<file path="config.mk">
export PLATFORM = sky130hd
export DESIGN_NAME = launch_acceleration_timer_unit
export DESIGN_NICKNAME = d
export VERILOG_FILES = /design/src/lat_pkg.sv /design/src/launch_acceleration_timer_unit.sv /design/src/lat_cfg_regs.sv /design/src/lat_core.sv
export SDC_FILE = /design/constraint.sdc
export NUM_CORES = 1
export LEC_CHECK = 0
export ABC_AREA = 1
export BUFFER_PORTS_ARGS = -buffer_cell sky130_fd_sc_hd__buf_2
export CAP_MARGIN = 10
export CORE_MARGIN = 2
export CORE_UTILIZATION = 58
export CTS_CLUSTER_DIAMETER = 60
export DETAILED_ROUTE_END_ITERATION = 12
export GPL_TIMING_DRIVEN = 0
export PLACE_DENSITY = 0.78
export SLEW_MARGIN = 5
export SYNTH_ARGS = -nofsm -noshare
export SYNTH_HDL_FRONTEND = slang
export SYNTH_SLANG_ARGS = --single-unit
</file>
<file path="constraint.sdc">
create_clock -name clk -period 7.2 [get_ports clk]
set_clock_uncertainty 0.1 [all_clocks]
set_input_delay 0.36 -clock clk [delete_from_list [all_inputs] [get_ports clk]]
set_output_delay 0.36 -clock clk [all_outputs]
set_load 0.01 [all_outputs]
</file>
<file path="src/lat_pkg.sv">
// lat_pkg: shared types and constants for the launch acceleration timer
// holds payload structs, configuration struct, register indexes and threshold codes
// no dependencies
package lat_pkg;

	localparam int unsigned SPEED_W   = 12;
	localparam int unsigned MS_W      = 16;
	localparam int unsigned STAMP_W   = 32;
	localparam int unsigned WHICH_W   = 2;
	localparam int unsigned APB_AW    = 5;
	localparam int unsigned APB_DW    = 32;
	localparam int unsigned REG_IDX_W = 3;

	// register indexes, byte address is 4 * index
	typedef enum logic [REG_IDX_W-1:0] {
		REG_STOP_SPEED     = 3'd0,
		REG_LOW_THRESHOLD  = 3'd1,
		REG_HIGH_THRESHOLD = 3'd2,
		REG_LOW_MAX_MS     = 3'd3,
		REG_HIGH_MAX_MS    = 3'd4,
		REG_HOLD_MS        = 3'd5
	} reg_idx_t;

	// which threshold a latched figure belongs to
	localparam logic [WHICH_W-1:0] WHICH_NONE = 2'd0;
	localparam logic [WHICH_W-1:0] WHICH_LOW  = 2'd1;
	localparam logic [WHICH_W-1:0] WHICH_HIGH = 2'd2;

	// register reset values
	localparam logic [SPEED_W-1:0] STOP_SPEED_RST     = 12'd10;
	localparam logic [SPEED_W-1:0] LOW_THRESHOLD_RST  = 12'd500;
	localparam logic [SPEED_W-1:0] HIGH_THRESHOLD_RST = 12'd1000;
	localparam logic [MS_W-1:0]    LOW_MAX_MS_RST     = 16'd15000;
	localparam logic [MS_W-1:0]    HIGH_MAX_MS_RST    = 16'd30000;
	localparam logic [MS_W-1:0]    HOLD_MS_RST        = 16'd7000;

	typedef struct packed {
		logic [STAMP_W-1:0] now_ms;
		logic [SPEED_W-1:0] speed_dkph;
		logic               forward_gear;
	} sample_t;

	typedef struct packed {
		logic               display_active;
		logic [WHICH_W-1:0] shown_which;
		logic [MS_W-1:0]    shown_elapsed_ms;
	} result_t;

	typedef struct packed {
		logic [SPEED_W-1:0] stop_speed;
		logic [SPEED_W-1:0] low_threshold;
		logic [SPEED_W-1:0] high_threshold;
		logic [MS_W-1:0]    low_max_ms;
		logic [MS_W-1:0]    high_max_ms;
		logic [MS_W-1:0]    hold_ms;
	} cfg_t;

endpackage

</file>
<file path="src/launch_acceleration_timer_unit.sv">
// launch_acceleration_timer_unit: top level of the launch acceleration timer
// depends on lat_pkg, lat_cfg_regs and lat_core

// Takes one vehicle sample (timestamp, speed in tenths of km/h, drive flag) per transfer
// and returns one result per sample: whether a latched launch time is being shown, for
// which threshold, and the time in milliseconds. A sample is accepted every clock cycle
// while the result side keeps up; each result passes one input register and one result
// register. The figure of one sample per cycle is set by the run-state update in
// lat_core, which reads and writes its state in the same cycle so that each sample sees
// the state left by the one before. Timestamps wrap modulo 2^TIME_BITS. Registers sit at
// byte addresses 4*index; the user must write them only while idle, as the block does not check.
module launch_acceleration_timer_unit #(
	parameter int unsigned TIME_BITS = 32
) (
	input  logic                       clk,
	input  logic                       arst_n,
	// sample channel
	input  logic                       sample_valid,
	output logic                       sample_stall,
	input  lat_pkg::sample_t           sample,
	// result channel
	output logic                       result_valid,
	input  logic                       result_stall,
	output lat_pkg::result_t           result,
	// configuration port
	input  logic                       psel,
	input  logic                       penable,
	input  logic                       pwrite,
	input  logic [lat_pkg::APB_AW-1:0] paddr,
	input  logic [lat_pkg::APB_DW-1:0] pwdata,
	output logic [lat_pkg::APB_DW-1:0] prdata,
	output logic                       pready
);

	lat_pkg::cfg_t    cfg;
	lat_pkg::sample_t sample_s1;
	lat_pkg::result_t result_s2, core_result;
	logic             valid_s1, valid_s2;
	logic             adv_s1, adv_s2, take_in;

	lat_cfg_regs u_cfg (
		.clk     (clk),
		.arst_n  (arst_n),
		.psel    (psel),
		.penable (penable),
		.pwrite  (pwrite),
		.paddr   (paddr),
		.pwdata  (pwdata),
		.prdata  (prdata),
		.pready  (pready),
		.cfg     (cfg)
	);

	// result register frees when empty or when its transfer completes
	assign adv_s2 = !valid_s2 || !result_stall;
	// the input stage moves on into the core whenever the result register can take it
	assign adv_s1 = valid_s1 && adv_s2;
	// input register takes a new sample when empty or emptying this cycle
	assign sample_stall = valid_s1 && !adv_s2;
	assign take_in      = sample_valid && !sample_stall;

	// core state steps exactly once per sample, as it leaves the input register
	lat_core #(
		.TIME_BITS (TIME_BITS)
	) u_core (
		.clk    (clk),
		.arst_n (arst_n),
		.step   (adv_s1),
		.sample (sample_s1),
		.cfg    (cfg),
		.result (core_result)
	);

	// pipeline valid bits
	always_ff @(posedge clk or negedge arst_n) begin
		if (!arst_n) begin
			valid_s1 <= 1'b0;
			valid_s2 <= 1'b0;
		end else begin
			if (take_in) begin
				valid_s1 <= 1'b1;
			end else if (adv_s1) begin
				valid_s1 <= 1'b0;
			end
			if (adv_s1) begin
				valid_s2 <= 1'b1;
			end else if (adv_s2) begin
				valid_s2 <= 1'b0;
			end
		end
	end

	// payload registers, no reset needed
	always_ff @(posedge clk) begin
		if (take_in) begin
			sample_s1 <= sample;
		end
		if (adv_s1) begin
			result_s2 <= core_result;
		end
	end

	assign result_valid = valid_s2;
	assign result       = result_s2;

endmodule

</file>
<file path="src/lat_cfg_regs.sv">
// lat_cfg_regs: apb-style register file for the launch acceleration timer
// depends on lat_pkg for register indexes, reset values and cfg_t
module lat_cfg_regs (
	input  logic                       clk,
	input  logic                       arst_n,
	input  logic                       psel,
	input  logic                       penable,
	input  logic                       pwrite,
	input  logic [lat_pkg::APB_AW-1:0] paddr,
	input  logic [lat_pkg::APB_DW-1:0] pwdata,
	output logic [lat_pkg::APB_DW-1:0] prdata,
	output logic                       pready,
	output lat_pkg::cfg_t              cfg
);

	lat_pkg::cfg_t cfg_q;
	logic          wr_en;
	logic [lat_pkg::REG_IDX_W-1:0] idx;

	assign pready = 1'b1;
	assign wr_en  = psel && penable && pwrite && pready;
	assign idx    = paddr[lat_pkg::APB_AW-1:2];
	assign cfg    = cfg_q;

	always_ff @(posedge clk or negedge arst_n) begin
		if (!arst_n) begin
			cfg_q.stop_speed     <= lat_pkg::STOP_SPEED_RST;
			cfg_q.low_threshold  <= lat_pkg::LOW_THRESHOLD_RST;
			cfg_q.high_threshold <= lat_pkg::HIGH_THRESHOLD_RST;
			cfg_q.low_max_ms     <= lat_pkg::LOW_MAX_MS_RST;
			cfg_q.high_max_ms    <= lat_pkg::HIGH_MAX_MS_RST;
			cfg_q.hold_ms        <= lat_pkg::HOLD_MS_RST;
		end else if (wr_en) begin
			case (idx)
				lat_pkg::REG_STOP_SPEED:     cfg_q.stop_speed     <= pwdata[lat_pkg::SPEED_W-1:0];
				lat_pkg::REG_LOW_THRESHOLD:  cfg_q.low_threshold  <= pwdata[lat_pkg::SPEED_W-1:0];
				lat_pkg::REG_HIGH_THRESHOLD: cfg_q.high_threshold <= pwdata[lat_pkg::SPEED_W-1:0];
				lat_pkg::REG_LOW_MAX_MS:     cfg_q.low_max_ms     <= pwdata[lat_pkg::MS_W-1:0];
				lat_pkg::REG_HIGH_MAX_MS:    cfg_q.high_max_ms    <= pwdata[lat_pkg::MS_W-1:0];
				lat_pkg::REG_HOLD_MS:        cfg_q.hold_ms        <= pwdata[lat_pkg::MS_W-1:0];
				default: ;
			endcase
		end
	end

	// read back, unused indexes read as zero
	always_comb begin
		prdata = '0;
		case (idx)
			lat_pkg::REG_STOP_SPEED:     prdata[lat_pkg::SPEED_W-1:0] = cfg_q.stop_speed;
			lat_pkg::REG_LOW_THRESHOLD:  prdata[lat_pkg::SPEED_W-1:0] = cfg_q.low_threshold;
			lat_pkg::REG_HIGH_THRESHOLD: prdata[lat_pkg::SPEED_W-1:0] = cfg_q.high_threshold;
			lat_pkg::REG_LOW_MAX_MS:     prdata[lat_pkg::MS_W-1:0]    = cfg_q.low_max_ms;
			lat_pkg::REG_HIGH_MAX_MS:    prdata[lat_pkg::MS_W-1:0]    = cfg_q.high_max_ms;
			lat_pkg::REG_HOLD_MS:        prdata[lat_pkg::MS_W-1:0]    = cfg_q.hold_ms;
			default:                     prdata = '0;
		endcase
	end

endmodule

</file>
<file path="src/lat_core.sv">
// lat_core: run state of the launch timer and the per-sample update
// depends on lat_pkg for sample_t, result_t, cfg_t and threshold codes
module lat_core #(
	parameter int unsigned TIME_BITS = 32
) (
	input  logic             clk,
	input  logic             arst_n,
	input  logic             step,
	input  lat_pkg::sample_t sample,
	input  lat_pkg::cfg_t    cfg,
	output lat_pkg::result_t result
);

	logic                        armed_q, running_q, got_low_q, got_high_q;
	logic [TIME_BITS-1:0]        run_start_q, latched_at_q;
	logic [lat_pkg::WHICH_W-1:0] latched_which_q;
	logic [lat_pkg::MS_W-1:0]    latched_elapsed_q;

	logic                        armed_d, running_d, got_low_d, got_high_d;
	logic [TIME_BITS-1:0]        run_start_d, latched_at_d;
	logic [lat_pkg::WHICH_W-1:0] latched_which_d;
	logic [lat_pkg::MS_W-1:0]    latched_elapsed_d;

	logic [63:0]          now_ext, low_cap_ext, high_cap_ext, hold_ext;
	logic [TIME_BITS-1:0] now_w, elapsed, age;
	logic                 latch_now;
	logic                 show;

	// stamps are taken modulo 2^TIME_BITS
	assign now_ext      = {32'b0, sample.now_ms};
	assign low_cap_ext  = {48'b0, cfg.low_max_ms};
	assign high_cap_ext = {48'b0, cfg.high_max_ms};
	assign hold_ext     = {48'b0, cfg.hold_ms};
	assign now_w        = now_ext[TIME_BITS-1:0];
	assign elapsed      = now_w - run_start_q;

	always_comb begin
		armed_d           = armed_q;
		running_d         = running_q;
		got_low_d         = got_low_q;
		got_high_d        = got_high_q;
		run_start_d       = run_start_q;
		latched_which_d   = latched_which_q;
		latched_elapsed_d = latched_elapsed_q;
		latched_at_d      = latched_at_q;
		latch_now         = 1'b0;
		if (sample.speed_dkph < cfg.stop_speed) begin
			running_d  = 1'b0;
			armed_d    = 1'b1;
			got_low_d  = 1'b0;
			got_high_d = 1'b0;
		end else if (!running_q) begin
			if (armed_q && sample.forward_gear) begin
				running_d   = 1'b1;
				armed_d     = 1'b0;
				run_start_d = now_w;
				got_low_d   = 1'b0;
				got_high_d  = 1'b0;
			end
		end else if (!sample.forward_gear) begin
			running_d = 1'b0;
		end else begin
			if (!got_low_q && sample.speed_dkph >= cfg.low_threshold) begin
				got_low_d = 1'b1;
				if (elapsed <= low_cap_ext[TIME_BITS-1:0]) begin
					latched_which_d   = lat_pkg::WHICH_LOW;
					latched_elapsed_d = elapsed[lat_pkg::MS_W-1:0];
					latched_at_d      = now_w;
					latch_now         = 1'b1;
				end
			end
			// high overrides a low latch from the same sample
			if (!got_high_q && sample.speed_dkph >= cfg.high_threshold) begin
				got_high_d = 1'b1;
				running_d  = 1'b0;
				if (elapsed <= high_cap_ext[TIME_BITS-1:0]) begin
					latched_which_d   = lat_pkg::WHICH_HIGH;
					latched_elapsed_d = elapsed[lat_pkg::MS_W-1:0];
					latched_at_d      = now_w;
					latch_now         = 1'b1;
				end
			end
		end
	end

	// a figure latched by this sample has age zero, so it is always in the window
	assign age  = now_w - latched_at_q;
	assign show = (latched_which_d != lat_pkg::WHICH_NONE)
		&& (latch_now || (age <= hold_ext[TIME_BITS-1:0]));

	always_comb begin
		result.display_active   = show;
		result.shown_which      = show ? latched_which_d : lat_pkg::WHICH_NONE;
		result.shown_elapsed_ms = show ? latched_elapsed_d : '0;
	end

	always_ff @(posedge clk or negedge arst_n) begin
		if (!arst_n) begin
			armed_q           <= 1'b0;
			running_q         <= 1'b0;
			got_low_q         <= 1'b0;
			got_high_q        <= 1'b0;
			run_start_q       <= '0;
			latched_which_q   <= lat_pkg::WHICH_NONE;
			latched_elapsed_q <= '0;
			latched_at_q      <= '0;
		end else if (step) begin
			armed_q           <= armed_d;
			running_q         <= running_d;
			got_low_q         <= got_low_d;
			got_high_q        <= got_high_d;
			run_start_q       <= run_start_d;
			latched_which_q   <= latched_which_d;
			latched_elapsed_q <= latched_elapsed_d;
			latched_at_q      <= latched_at_d;
		end
	end

endmodule

</file>
---- Word level (Yosys, flattened, before mapping) ----
Index checks and enable logic that the tools add are counted.
W data, S select, Z words.
cells by class
  order comparisons ....................... 6
  add/subtract/negate cells ............... 2
  eq/ne operators ......................... 9
  bitwise logic cells ..................... 2
  mux-type cells .......................... 47
  reductions and logical operators ........ 34
operators with widths
  cell                  number
  $mux W32              4
  $mux W16              7
  $le A32 B16 Y1        3
  $pmux W12 S6          1
  $sub A32 B32 Y32      2
  $mux W1               27
  $ge A12 B12 Y1        2
  $reduce_and A4 Y1     4
  $mux W2               7
  $lt A12 B12 Y1        1
  $pmux W4 S3           1
  $reduce_and A2 Y1     6
  $logic_and A1 B1 Y1   9
  $ne A3 B3 Y1 const B  3
  $reduce_bool A2 Y1    4
  $eq A3 B2 Y1 const B  2
  $eq A3 B3 Y1 const B  2
  $logic_not A1 Y1      6
  $eq A3 B1 Y1 const B  1
  $logic_not A3 Y1      1
  $reduce_and A3 Y1     1
  $reduce_bool A3 Y1    1
  $logic_or A1 B1 Y1    2
  $ne A2 B2 Y1 const B  1
  $not A1 Y1            2
storage, ports and cells
  register bits ........................... 236

---- Logic depth before layout (Yosys ltp) ----
Gate-level depths: netlist of run 1.
  depth in word-level cells ............... 11
  mapped depth ............................ 26
  depth with buffers taken out ............ 25

---- Cells and area by module ----
From an unflattened synthesis of run 1, not the netlist that was laid out.
unflattened totals
  cell total of the unflattened synthesis .. 2457
  area, all modules ....................... 17468.0 um^2
by module, submodules not included
  module                          times used  area an instance (um^2)  cells an instance  seq. area each (um^2)
  lat_core                        1           11039.3                  1824               2152.1
  lat_cfg_regs                    1           4411.7                   557                2145.8
  launch_acceleration_timer_unit  1           2016.9                   76                 1971.9

---- Worst setup path before layout of run 1 ----
Ideal clock, no wire load.
  kind .................................... register -> register
  start point ............................. register sample_s1[15] (netlist bit)
  end point ............................... register result_s2 (netlist bit result[10]), data pin
  arrival ................................. 3.513 ns
  setup slack ............................. 3.336 ns
  clock period less this slack ............ 3.864 ns
  cell stages (with the launch flop) ...... 21
  cells stage by stage .................... edfxtp_1 ha_1 buf_4 a21oi_2 nand2_2 nand2_1 nand2_1 nand2_1 nand2_2 xor2_1 ha_1 nand2_1 nor4_1 nand3_1 a21oi_1 nand4_2 nand2_2 buf_4 nand2_1 nand2_1 nor2_2
on the way
  longest elaborated chain between the ends .. 11
  elaborated cells on any way between the ends .. 29
  classes of those cells .................. add/sub: 2; order compare: 3; mux: 21; reduce/logical: 3
ends and longest elaborated chain
  element                                                          line                                  RTL
  start, declared                                                  launch_acceleration_timer_unit.sv:36  lat_pkg::sample_t sample_s1;
  start signal, assigned                                           launch_acceleration_timer_unit.sv:96  sample_s1 <= sample;
  $sub A32 B32 Y32                                                 lat_core.sv:35                        assign elapsed = now_w - run_start_q;
  $le A32 B16 Y1                                                   lat_core.sv:65                        if (elapsed <= low_cap_ext[TIME_BITS-1:0]) begin
  $mux W2 / $mux W1 (equally long branches)                        lat_core.sv:65
  $mux W2 / $mux W1 (equally long branches)                        lat_core.sv:63                        if (!got_low_q && sample.speed_dkph >= cfg.low_threshold) begin
  $mux W2 / $mux W1 (equally long branches)                        lat_core.sv:76                        if (elapsed <= high_cap_ext[TIME_BITS-1:0]) begin
  $mux W2 / $mux W1 (equally long branches)                        lat_core.sv:73                        if (!got_high_q && sample.speed_dkph >= cfg.high_threshold) begin
  $mux W2 / $mux W1 (equally long branches)                        lat_core.sv:60                        end else if (!sample.forward_gear) begin
  $mux W2 / $mux W1 (equally long branches)                        lat_core.sv:52                        end else if (!running_q) begin
  $mux W2 / $mux W1 (equally long branches)                        lat_core.sv:47                        if (sample.speed_dkph < cfg.stop_speed) begin
  $reduce_bool A2 Y1 / $logic_or A1 B1 Y1 (equally long branches)  lat_core.sv:88, lat_core.sv:89
  $logic_and A1 B1 Y1                                              lat_core.sv:89                        && (latch_now || (age <= hold_ext[TIME_BITS-1:0]));
  end signal, assigned                                             launch_acceleration_timer_unit.sv:99  result_s2 <= core_result;
  end, declared                                                    launch_acceleration_timer_unit.sv:37  lat_pkg::result_t result_s2, core_result;
Several ways; a longest one is shown, not always the timed one.
A chain may end at the register's enable or synchronous reset.

---- Worst setup path after layout of run 1 ----
  start point ............................. register sample_s1[13] (netlist bit)
  end point ............................... register result_s2 (netlist bit result[7]), data pin
Same word-level chain as after synthesis.

==> impl_table.tex, run 1 <==
\begin{tabular}{lr}
\hline
Metric & Value \\
\hline
\multicolumn{2}{l}{\textbf{Worst setup path}} \\
Biggest fanout along the worst timing path & 10 \\
Critical Setup Path Class & register to register \\
Worst reg-to-reg setup slack & 2020 ps \\
R2R depth & 25 \\
Required time reported for the critical path endpoint & 7520 ps \\
CP arrival & 5500 ps \\
Startpoint of the lowest-slack register-to-register path & sample\_s1[13] \\
Largest delay contributor family on the critical path & simple AND/OR/NAND/NOR gates \\
Crit-path max cell delay & 480 ps \\
Most frequent cell on the critical path & sky130\_fd\_sc\_hd\_\_nand2\_1 \\
Launch point of the worst path & sample\_s1[13] \\
Total buffers and inverters traversed by the critical path & 3 \\
Critical register-to-register path endpoint & result[7] \\
Worst setup EP type & register \\
Critical path capture point & result[7] \\
WP depth & 25 \\
Cell with the biggest individual delay on the critical path & sky130\_fd\_sc\_hd\_\_fa\_1 \\
Startpoint Class & register \\
\multicolumn{2}{l}{\textbf{Power}} \\
VDD IR-drop max & 195 uV \\
Total power per unit cell area & 290 nW/um\^{}2 \\
Overall power consumption & 5.64 mW \\
Lkg Pwr & 10.3 nW \\
\multicolumn{2}{l}{\textbf{Final layout}} \\
Share of cells above drive strength 1 & 11.5\% \\
Count of antenna diodes in the layout & 0 \\
Highest-count cells in the layout ignoring fill and taps & 695 x sky130\_fd\_sc\_hd\_\_nand2\_1, 444 x sky130\_fd\_sc\_hd\_\_inv\_1, 158 x sky130\_fd\_sc\_hd\_\_nor2\_1 \\
Count of nets after finishing & 2762 \\
Relative area change from synthesis to final layout & 16.2\% \\
Most common cell after layout, fill and taps aside & sky130\_fd\_sc\_hd\_\_nand2\_1 \\
\multicolumn{2}{l}{\textbf{GRT}} \\
Via count of the first global-routing pass & 15100 \\
Total overflow reported by the global router & 0 \\
Initial antenna violation count & 0 \\
Maximum number of pins on one net before global-route repair & 102 \\
Total global routing track utilization & 32.2\% \\
First-pass GRT wire length & 77900 um \\
\multicolumn{2}{l}{\textbf{Worst hold path}} \\
Worst hold-check path type & input pin to register \\
\multicolumn{2}{l}{\textbf{STA}} \\
FMAX & 0.193 GHz \\
Worst Tran Pin Value & 1250 ps \\
Setup repair after global routing missed its margin & false \\
Post-layout minimum cycle time & 5180 ps \\
Total negative slack & 0 ps \\
Final Cycle Share & 72.0\% \\
Hold violation total from the final report & 0 \\
Worst-case headroom to the max-slew limit & 15.9\% \\
Final setup violation count & 0 \\
Max-slew violations & 0 \\
\multicolumn{2}{l}{\textbf{Run status}} \\
Status & finished clean \\
\multicolumn{2}{l}{\textbf{Placement}} \\
Placer's final routability congestion estimate & 0.950 \\
PortBufs & 107 \\
DP HPWL & 37900 um \\
\multicolumn{2}{l}{\textbf{Floorplanning}} \\
Chip height & 174 um \\
Starting density of the core & 58.6\% \\
Std cell rows & 62 \\
Count of boundary I/O pins & 143 \\
Overall die area & 30200 um\^{}2 \\
Die boundary width & 174 um \\
Placeable core region & 28500 um\^{}2 \\
\multicolumn{2}{l}{\textbf{Clocking}} \\
H-tree Lvls & 1 \\
Clock transition at the registers of the reported paths & 60 ps \\
Number of clock buffers inserted by TritonCTS & 28 \\
Clock root buffer & sky130\_fd\_sc\_hd\_\_clkbuf\_16 \\
Number of buffers on the longest clock path & 3 \\
Clk Latency, worst-skew pair & 570 ps \\
Clock Sinks & 236 \\
Post-CTS Setup Repair Bufs & 0 \\
TritonCTS clock tree & built \\
\multicolumn{2}{l}{\textbf{Logic synthesis}} \\
Synthesized area & 16700 um\^{}2 \\
Cell taking the most area after synthesis & sky130\_fd\_sc\_hd\_\_dfrtp\_1 \\
Synth area leaders & sky130\_fd\_sc\_hd\_\_dfrtp\_1 20\%, sky130\_fd\_sc\_hd\_\_nand2\_1 16\%, sky130\_fd\_sc\_hd\_\_edfxtp\_1 11\% \\
Register bit total from synthesis & 236 \\
Library cells used by synthesis & 52 \\
Average instance area after synthesis & 7.25 um\^{}2 \\
Yosys warns & 0 \\
Portion of synthesized cell area occupied by the leading cell type & 20.5\% \\
Gate count after technology mapping & 2308 \\
Sequential element share of the synthesized area & 37.5\% \\
\multicolumn{2}{l}{\textbf{Drt}} \\
Total routed wirelength & 48600 um \\
Count of vias placed by the detailed router & 15700 \\
Pre-antenna DRT Iters & 6 \\
Iteration-0 DRC Markers & 1159 \\
Remaining antenna violation count & 0 \\
Drc violations & 0 \\
Drt via density & 5.36 \\
Detailed-route wire length per cell & 16.6 um \\
\multicolumn{2}{l}{\textbf{Flow run}} \\
Max-cap violation count & 0 \\
\hline
\end{tabular}
==> sequential cells by signal, indices dropped and copies added, names as in the netlist, 2 cells and up <==
| name | count |
|---|---|
| sample_s1 | 45 |
| u_core.run_start_q | 32 |
| u_core.latched_at_q | 32 |
| result | 19 |
| u_core.latched_which_q | 2 |
| u_cfg.cfg | 84 |
| u_core.latched_elapsed_q | 16 |
==> how the worst min path moves through the flow <==
stage,from,end,slack (ps),cells past startpoint
finish,paddr[2],u_cfg.cfg[73],200,6
global route,paddr[3],u_cfg.cfg[73],250,6
CTS,paddr[2],u_cfg.cfg[73],150,6
detailed placement,arst_n,u_cfg.cfg[72],280,1
global placement,u_core.latched_elapsed_q[2],u_core.latched_elapsed_q[2],360,2
floorplan,arst_n,result_valid,-40,0
==> Yosys cell counts (all sizes together) <==
library cell	n
nand2	711
inv	455
nor2	179
o21ai	161
ha	145
dfrtp	137
a21oi	131
nand3	71
edfxtp	64
dfstp	35
nand4	32
buf	29
xor2	29
clkbuf	25
o221ai	15
nor3	14
a221oi	12
o22ai	10
and2	7
o211ai	6
o2111ai	5
o21bai	4
xnor2	4
nand3b	3
nor4	3
o21a	3
a211oi	2
a21o	2
clkinv	2
conb	2
fa	2
or2	2
or3b	2
a21boi	1
a31oi	1
and3	1
mux2	1
==> area by class of cell <==
type | count | area [um^2]
Sequential cell | 236 | 6270
Buffer | 54 | 335
Fill cell | 2497 | 9100
Tap cell | 384 | 480
Clock buffer | 41 | 790
Clock inverter | 11 | 158
Multi-Input combinational cell | 1576 | 8470
Inverter | 457 | 1720
Timing Repair Buffer | 173 | 1230
==> worst reg2reg max path, stage by stage (launching register included) <==
cell and delay, ps:
sky130_fd_sc_hd__edfxtp_1 440, sky130_fd_sc_hd__inv_1 220, sky130_fd_sc_hd__ha_1 230, sky130_fd_sc_hd__inv_1 100
sky130_fd_sc_hd__fa_1 480, sky130_fd_sc_hd__nand2_1 110, sky130_fd_sc_hd__nand3_1 170, sky130_fd_sc_hd__nand2_1 100
sky130_fd_sc_hd__nand2_1 160, sky130_fd_sc_hd__nand2_1 100, sky130_fd_sc_hd__nand2_1 140, sky130_fd_sc_hd__xor2_1 210
sky130_fd_sc_hd__ha_1 290, sky130_fd_sc_hd__nand2_1 70, sky130_fd_sc_hd__nor4_1 430, sky130_fd_sc_hd__nand3_1 140
sky130_fd_sc_hd__nand2_1 140, sky130_fd_sc_hd__nand3_1 90, sky130_fd_sc_hd__nor2_1 110, sky130_fd_sc_hd__nand4_1 100
sky130_fd_sc_hd__nor2_1 120, sky130_fd_sc_hd__nand4_1 370, sky130_fd_sc_hd__nand2_2 210, sky130_fd_sc_hd__nand2_2 140
sky130_fd_sc_hd__buf_6 180, sky130_fd_sc_hd__nor2_2 80
==> power by group <==
part | internal (mW) | switching, mW
clock network | 0.871 | 0.588
registers | 1.63 | 0.118
logic | 0.811 | 1.62
total | 3.31 | 2.32
==> metal layers <==
metal | up-vias | routed length [um] | track usage [%] | share of wire (%)
met5 | - | 0 | 0 | 0
li1 | 7729 | - | - | -
met2 | 537 | 23100 | 55.7 | 48
met3 | 110 | 2930 | 3.51 | 6.0
met1 | 7328 | 20900 | 42.8 | 43
met4 | 0 | 1630 | 9.45 | 3.4
==> what timing repair did <==
item,4_1_cts,5_1_grt
hold buffers,64,0
resized for setup,0,0
hold endpoints to repair,161,0
setup endpoints to repair,0,0
==> through the flow <==
step / cell area [um^2] / hold slack (ps) / setup WS [ps] / cells / util [%]
floorplan: 16800 / -35.6 / 3340 / 2323 / -
global placement: 17800 / 363 / 2140 / 2814 / 62.4
detailed placement: 17900 / 279 / 2130 / 2816 / 62.6
CTS: 19400 / 152 / 2090 / 2932 / 68.1
global route: 19400 / 252 / 1790 / 2932 / 68.1
finish: 19400 / 196 / 2020 / 2932 / 68.1
==> logic make-up (layout without fill, tap and decap cells) <==
kind of cell | count (synthesis) | count (layout) | synth area share (%)
AOI/OAI and AO/OA | 353 | 353 | 12.1
xor gates and xnor gates | 33 | 33 | 1.73
adders and majority gates | 147 | 147 | 11.1
buffers and inverters | 511 | 736 | 12.3
DFF | 236 | 236 | 37.5
muxes | 1 | 1 | 0.0673
other | 2 | 17 | 0.0449
and+or+nand+nor | 1025 | 1025 | 25.3
Note: power is estimated with default switching activity, not from simulation.
==> inputs of run 2 (changes only) <==
CORE_UTILIZATION = 55   (was 58)
PLACE_DENSITY = 0.77   (was 0.78)
clock period = 4.52 ns   (was 7.2 ns; I/O delays follow)
==> run 2 against run 1 <==
Compared with the run above:
- core utilization down 0.84 points
- largest power group unchanged
- power is 67% higher
- register-to-register slack got worse by 1800 ps
- cell area rose by 3.1%
- first-iteration DRC count increased by 2.3%
- sequential power up 59%
- clock-buffer cell count decreased by 6
- setup slack lost 1800 ps
- final cell count up 1.3%
- critical endpoint is now result[0]
- non-clock buffer count grew 27
==> impl_table.tex, run 2 (synthesis gave the netlist of run 1 again) <==
\begin{tabular}{lr}
\hline
Metric & Value \\
\hline
\multicolumn{2}{l}{\textbf{Run status}} \\
Status & finished clean \\
\multicolumn{2}{l}{\textbf{Clocking}} \\
Clock transition at the registers of the reported paths & 60 ps (about the same) \\
H-tree Lvls & 1 (unchanged) \\
Clock root buffer & sky130\_fd\_sc\_hd\_\_clkbuf\_16 \\
Number of clock buffers inserted by TritonCTS & 30 (+7.1\%) \\
Number of buffers on the longest clock path & 3 (unchanged) \\
Clk Latency, worst-skew pair & 580 ps (about the same) \\
TritonCTS clock tree & built \\
Clock Sinks & 236 (unchanged) \\
\multicolumn{2}{l}{\textbf{Final layout}} \\
Share of cells above drive strength 1 & 14.3\% (+2.8 points) \\
Count of nets after finishing & 2791 (+1.0\%) \\
Relative area change from synthesis to final layout & 19.8\% \\
Area used by multi-input combinational logic & 8730 um\^{}2 (+3.1\%) \\
Most common cell after layout, fill and taps aside & sky130\_fd\_sc\_hd\_\_nand2\_1 \\
Count of antenna diodes in the layout & 0 (unchanged) \\
Highest-count cells in the layout ignoring fill and taps & 688 x sky130\_fd\_sc\_hd\_\_nand2\_1, 443 x sky130\_fd\_sc\_hd\_\_inv\_1, 156 x sky130\_fd\_sc\_hd\_\_nor2\_1 \\
Fill cells & 2524 (+1.1\%) \\
Sequential cell area in the final layout & 6270 um\^{}2 (unchanged) \\
Flip-flop count of the largest register, all copies and words added & 84 (unchanged) \\
\multicolumn{2}{l}{\textbf{Placement}} \\
Placer's final routability congestion estimate & 0.989 (+4.1\%) \\
PortBufs & 107 (unchanged) \\
DP HPWL & 37200 um (-1.8\%) \\
\multicolumn{2}{l}{\textbf{Drt}} \\
Remaining antenna violation count & 0 (unchanged) \\
Top layer used by detailed routing & met4 \\
Met2 layer wire length in the routed design & 22500 um (-2.7\%) \\
Drt via density & 5.38 (+0.40\%) \\
Routed length on met1 & 20900 um (about the same) \\
Detailed-route wire length per cell & 16.3 um (-1.4\%) \\
Iteration-0 DRC Markers & 1186 (+2.3\%) \\
Pre-antenna DRT Iters & 6 (unchanged) \\
Met3 routed WL & 3280 um (+12\%) \\
Total routed wirelength & 48500 um (-0.12\%) \\
Count of vias placed by the detailed router & 16000 (+1.7\%) \\
Drc violations & 0 (unchanged) \\
\multicolumn{2}{l}{\textbf{Power}} \\
Total power per unit cell area & 470 nW/um\^{}2 (+62\%) \\
VDD IR-drop max & 435 uV (+120\%) \\
Overall power consumption & 9.42 mW (+67\%) \\
Lkg Pwr & 10.6 nW (+2.4\%) \\
\multicolumn{2}{l}{\textbf{Floorplanning}} \\
Count of boundary I/O pins & 143 (unchanged) \\
Placeable core region & 29800 um\^{}2 (+4.4\%) \\
Chip height & 178 um (+2.6\%) \\
Std cell rows & 63 (+1.6\%) \\
Overall die area & 31800 um\^{}2 (+5.3\%) \\
Die boundary width & 178 um (+2.6\%) \\
Starting density of the core & 56.2\% (-2.5 points) \\
\multicolumn{2}{l}{\textbf{Worst setup path}} \\
Most frequent cell on the critical path & sky130\_fd\_sc\_hd\_\_nand2\_1 \\
Startpoint Class & register \\
CP arrival & 4540 ps (-960 ps) \\
Cell with the biggest individual delay on the critical path & sky130\_fd\_sc\_hd\_\_fa\_1 \\
Worst setup EP type & register \\
Crit-path max cell delay & 400 ps (-80 ps) \\
Required time reported for the critical path endpoint & 4750 ps (-2770 ps) \\
Critical Setup Path Class & register to register \\
Biggest fanout along the worst timing path & 10 (unchanged) \\
Worst-path cell chain & inv\_2 > buf\_4 > ha\_1 > fa\_1 > inv\_1 > nand3\_1 > nand2\_1 > nand2\_1 > nand2\_2 > nand2\_1 > nand2\_2 > xor2\_4 > ha\_1 > nand2\_1 > nor2\_1 > a21oi\_1 > nand2\_1 > a21oi\_4 > nand4\_4 > nand2\_2 > buf\_4 > nand2\_1 > nand2\_1 > nor2\_1 \\
\multicolumn{2}{l}{\textbf{GRT}} \\
Total overflow reported by the global router & 0 (unchanged) \\
Maximum number of pins on one net before global-route repair & 102 (unchanged) \\
Total global routing track utilization & 30.4\% (-1.8 points) \\
Initial antenna violation count & 0 (unchanged) \\
First-pass GRT wire length & 76200 um (-2.2\%) \\
Via count of the first global-routing pass & 15200 (+1.1\%) \\
\multicolumn{2}{l}{\textbf{STA}} \\
Worst-case headroom to the max-slew limit & 14.1\% (-1.8 points) \\
Hold violation total from the final report & 0 (unchanged) \\
FMAX & 0.232 GHz (+20\%) \\
Post-layout minimum cycle time & 4310 ps (-873 ps) \\
Final setup violation count & 0 (unchanged) \\
Final Cycle Share & 95.3\% (+23 points) \\
Total negative slack & 0 ps (unchanged) \\
Worst Tran Pin Value & 1280 ps (+26.8 ps) \\
Max-slew violations & 0 (unchanged) \\
\multicolumn{2}{l}{\textbf{Worst hold path}} \\
Worst hold-check path type & input pin to register \\
\multicolumn{2}{l}{\textbf{Flow run}} \\
Max-cap violation count & 0 (unchanged) \\
\hline
\end{tabular}
## run 2: cell count changes in the layout (fill, tap and decap cells not counted), moves of 7 or more
| cell | before | now |
|---|---|---|
| sky130_fd_sc_hd__clkbuf_1 | 34 | 27 |
| sky130_fd_sc_hd__nand2_1 | 695 | 688 |
| sky130_fd_sc_hd__buf_4 | 21 | 48 |
| sky130_fd_sc_hd__ha_1 | 145 | 138 |
## run 2: layout make-up
class	count	share of cell area, %
multi-input combinational	1576	43.5
sequential	236	31.3
inverter	457	8.56
timing repair buffer	200	7.16
clock buffer	35	4.04
tap	390	2.43
buffer	54	1.67
clock inverter	21	1.32
## run 2: worst max-delay path, delay by kind of cell, from the launching register on
family / cells / cell delay (ps)
and+or+nand+nor: 14 / 1480
adders and majority gates: 3 / 890
AOI/OAI and AO/OA: 2 / 490
xor gates and xnor gates: 1 / 240
buffers and inverters: 4 / 480
DFF: 1 / 380
## run 2: repair_timing
item	in CTS	in global routing
hold buffers	64	0
cloned	0	0
endpoints found under the hold margin	202	0
setup buffers	8	19
pin swaps	1	6
gates resized for setup	13	38
endpoints found under the setup margin	69	43
## run 2: stage by stage
step | cells | setup WS (ps) | area, um^2 | hold slack [ps] | utilization, %
global route | 2969 | -57.5 | 20100 | 134 | 67.3
floorplan | 2323 | 656 | 16800 | -170 | -
CTS | 2950 | 11.6 | 19700 | 50.0 | 66.2
global placement | 2820 | -431 | 17800 | 302 | 59.8
detailed placement | 2822 | -473 | 17900 | 142 | 60.0
finish | 2969 | 212 | 20100 | 65.3 | 67.3
## run 2: routing by layer
| layer | vias up | GRT usage, % |
|---|---|---|
| met2 | 643 | 51.1 |
| met5 | - | 0 |
| met3 | 124 | 3.18 |
| li1 | 7784 | - |
| met1 | 7414 | 41.0 |
| met4 | 0 | 10.4 |
## run 2: path summary, 6_finish.rpt
path | start | end | slack [ps] | cells past startpoint
setup reg to reg | sample_s1[13] | result[0] | 210 | 24
hold reg to reg | u_core.latched_elapsed_q[10] | u_core.latched_elapsed_q[10] | 380 | 2
max in group asynchronous | arst_n | u_core.run_start_q[29] | 3270 | 3
setup / recovery | sample_s1[13] | result[0] | 210 | 24
min in group asynchronous | arst_n | u_cfg.cfg[60] | 120 | 2
hold / removal | paddr[2] | u_cfg.cfg[73] | 70 | 6
## run 2: report_power, final
part           leakage [nW]  switching [mW]  internal (mW)
logic                  7.54            2.70           1.40
registers              2.51           0.178           2.60
clock network         0.521            1.01           1.53
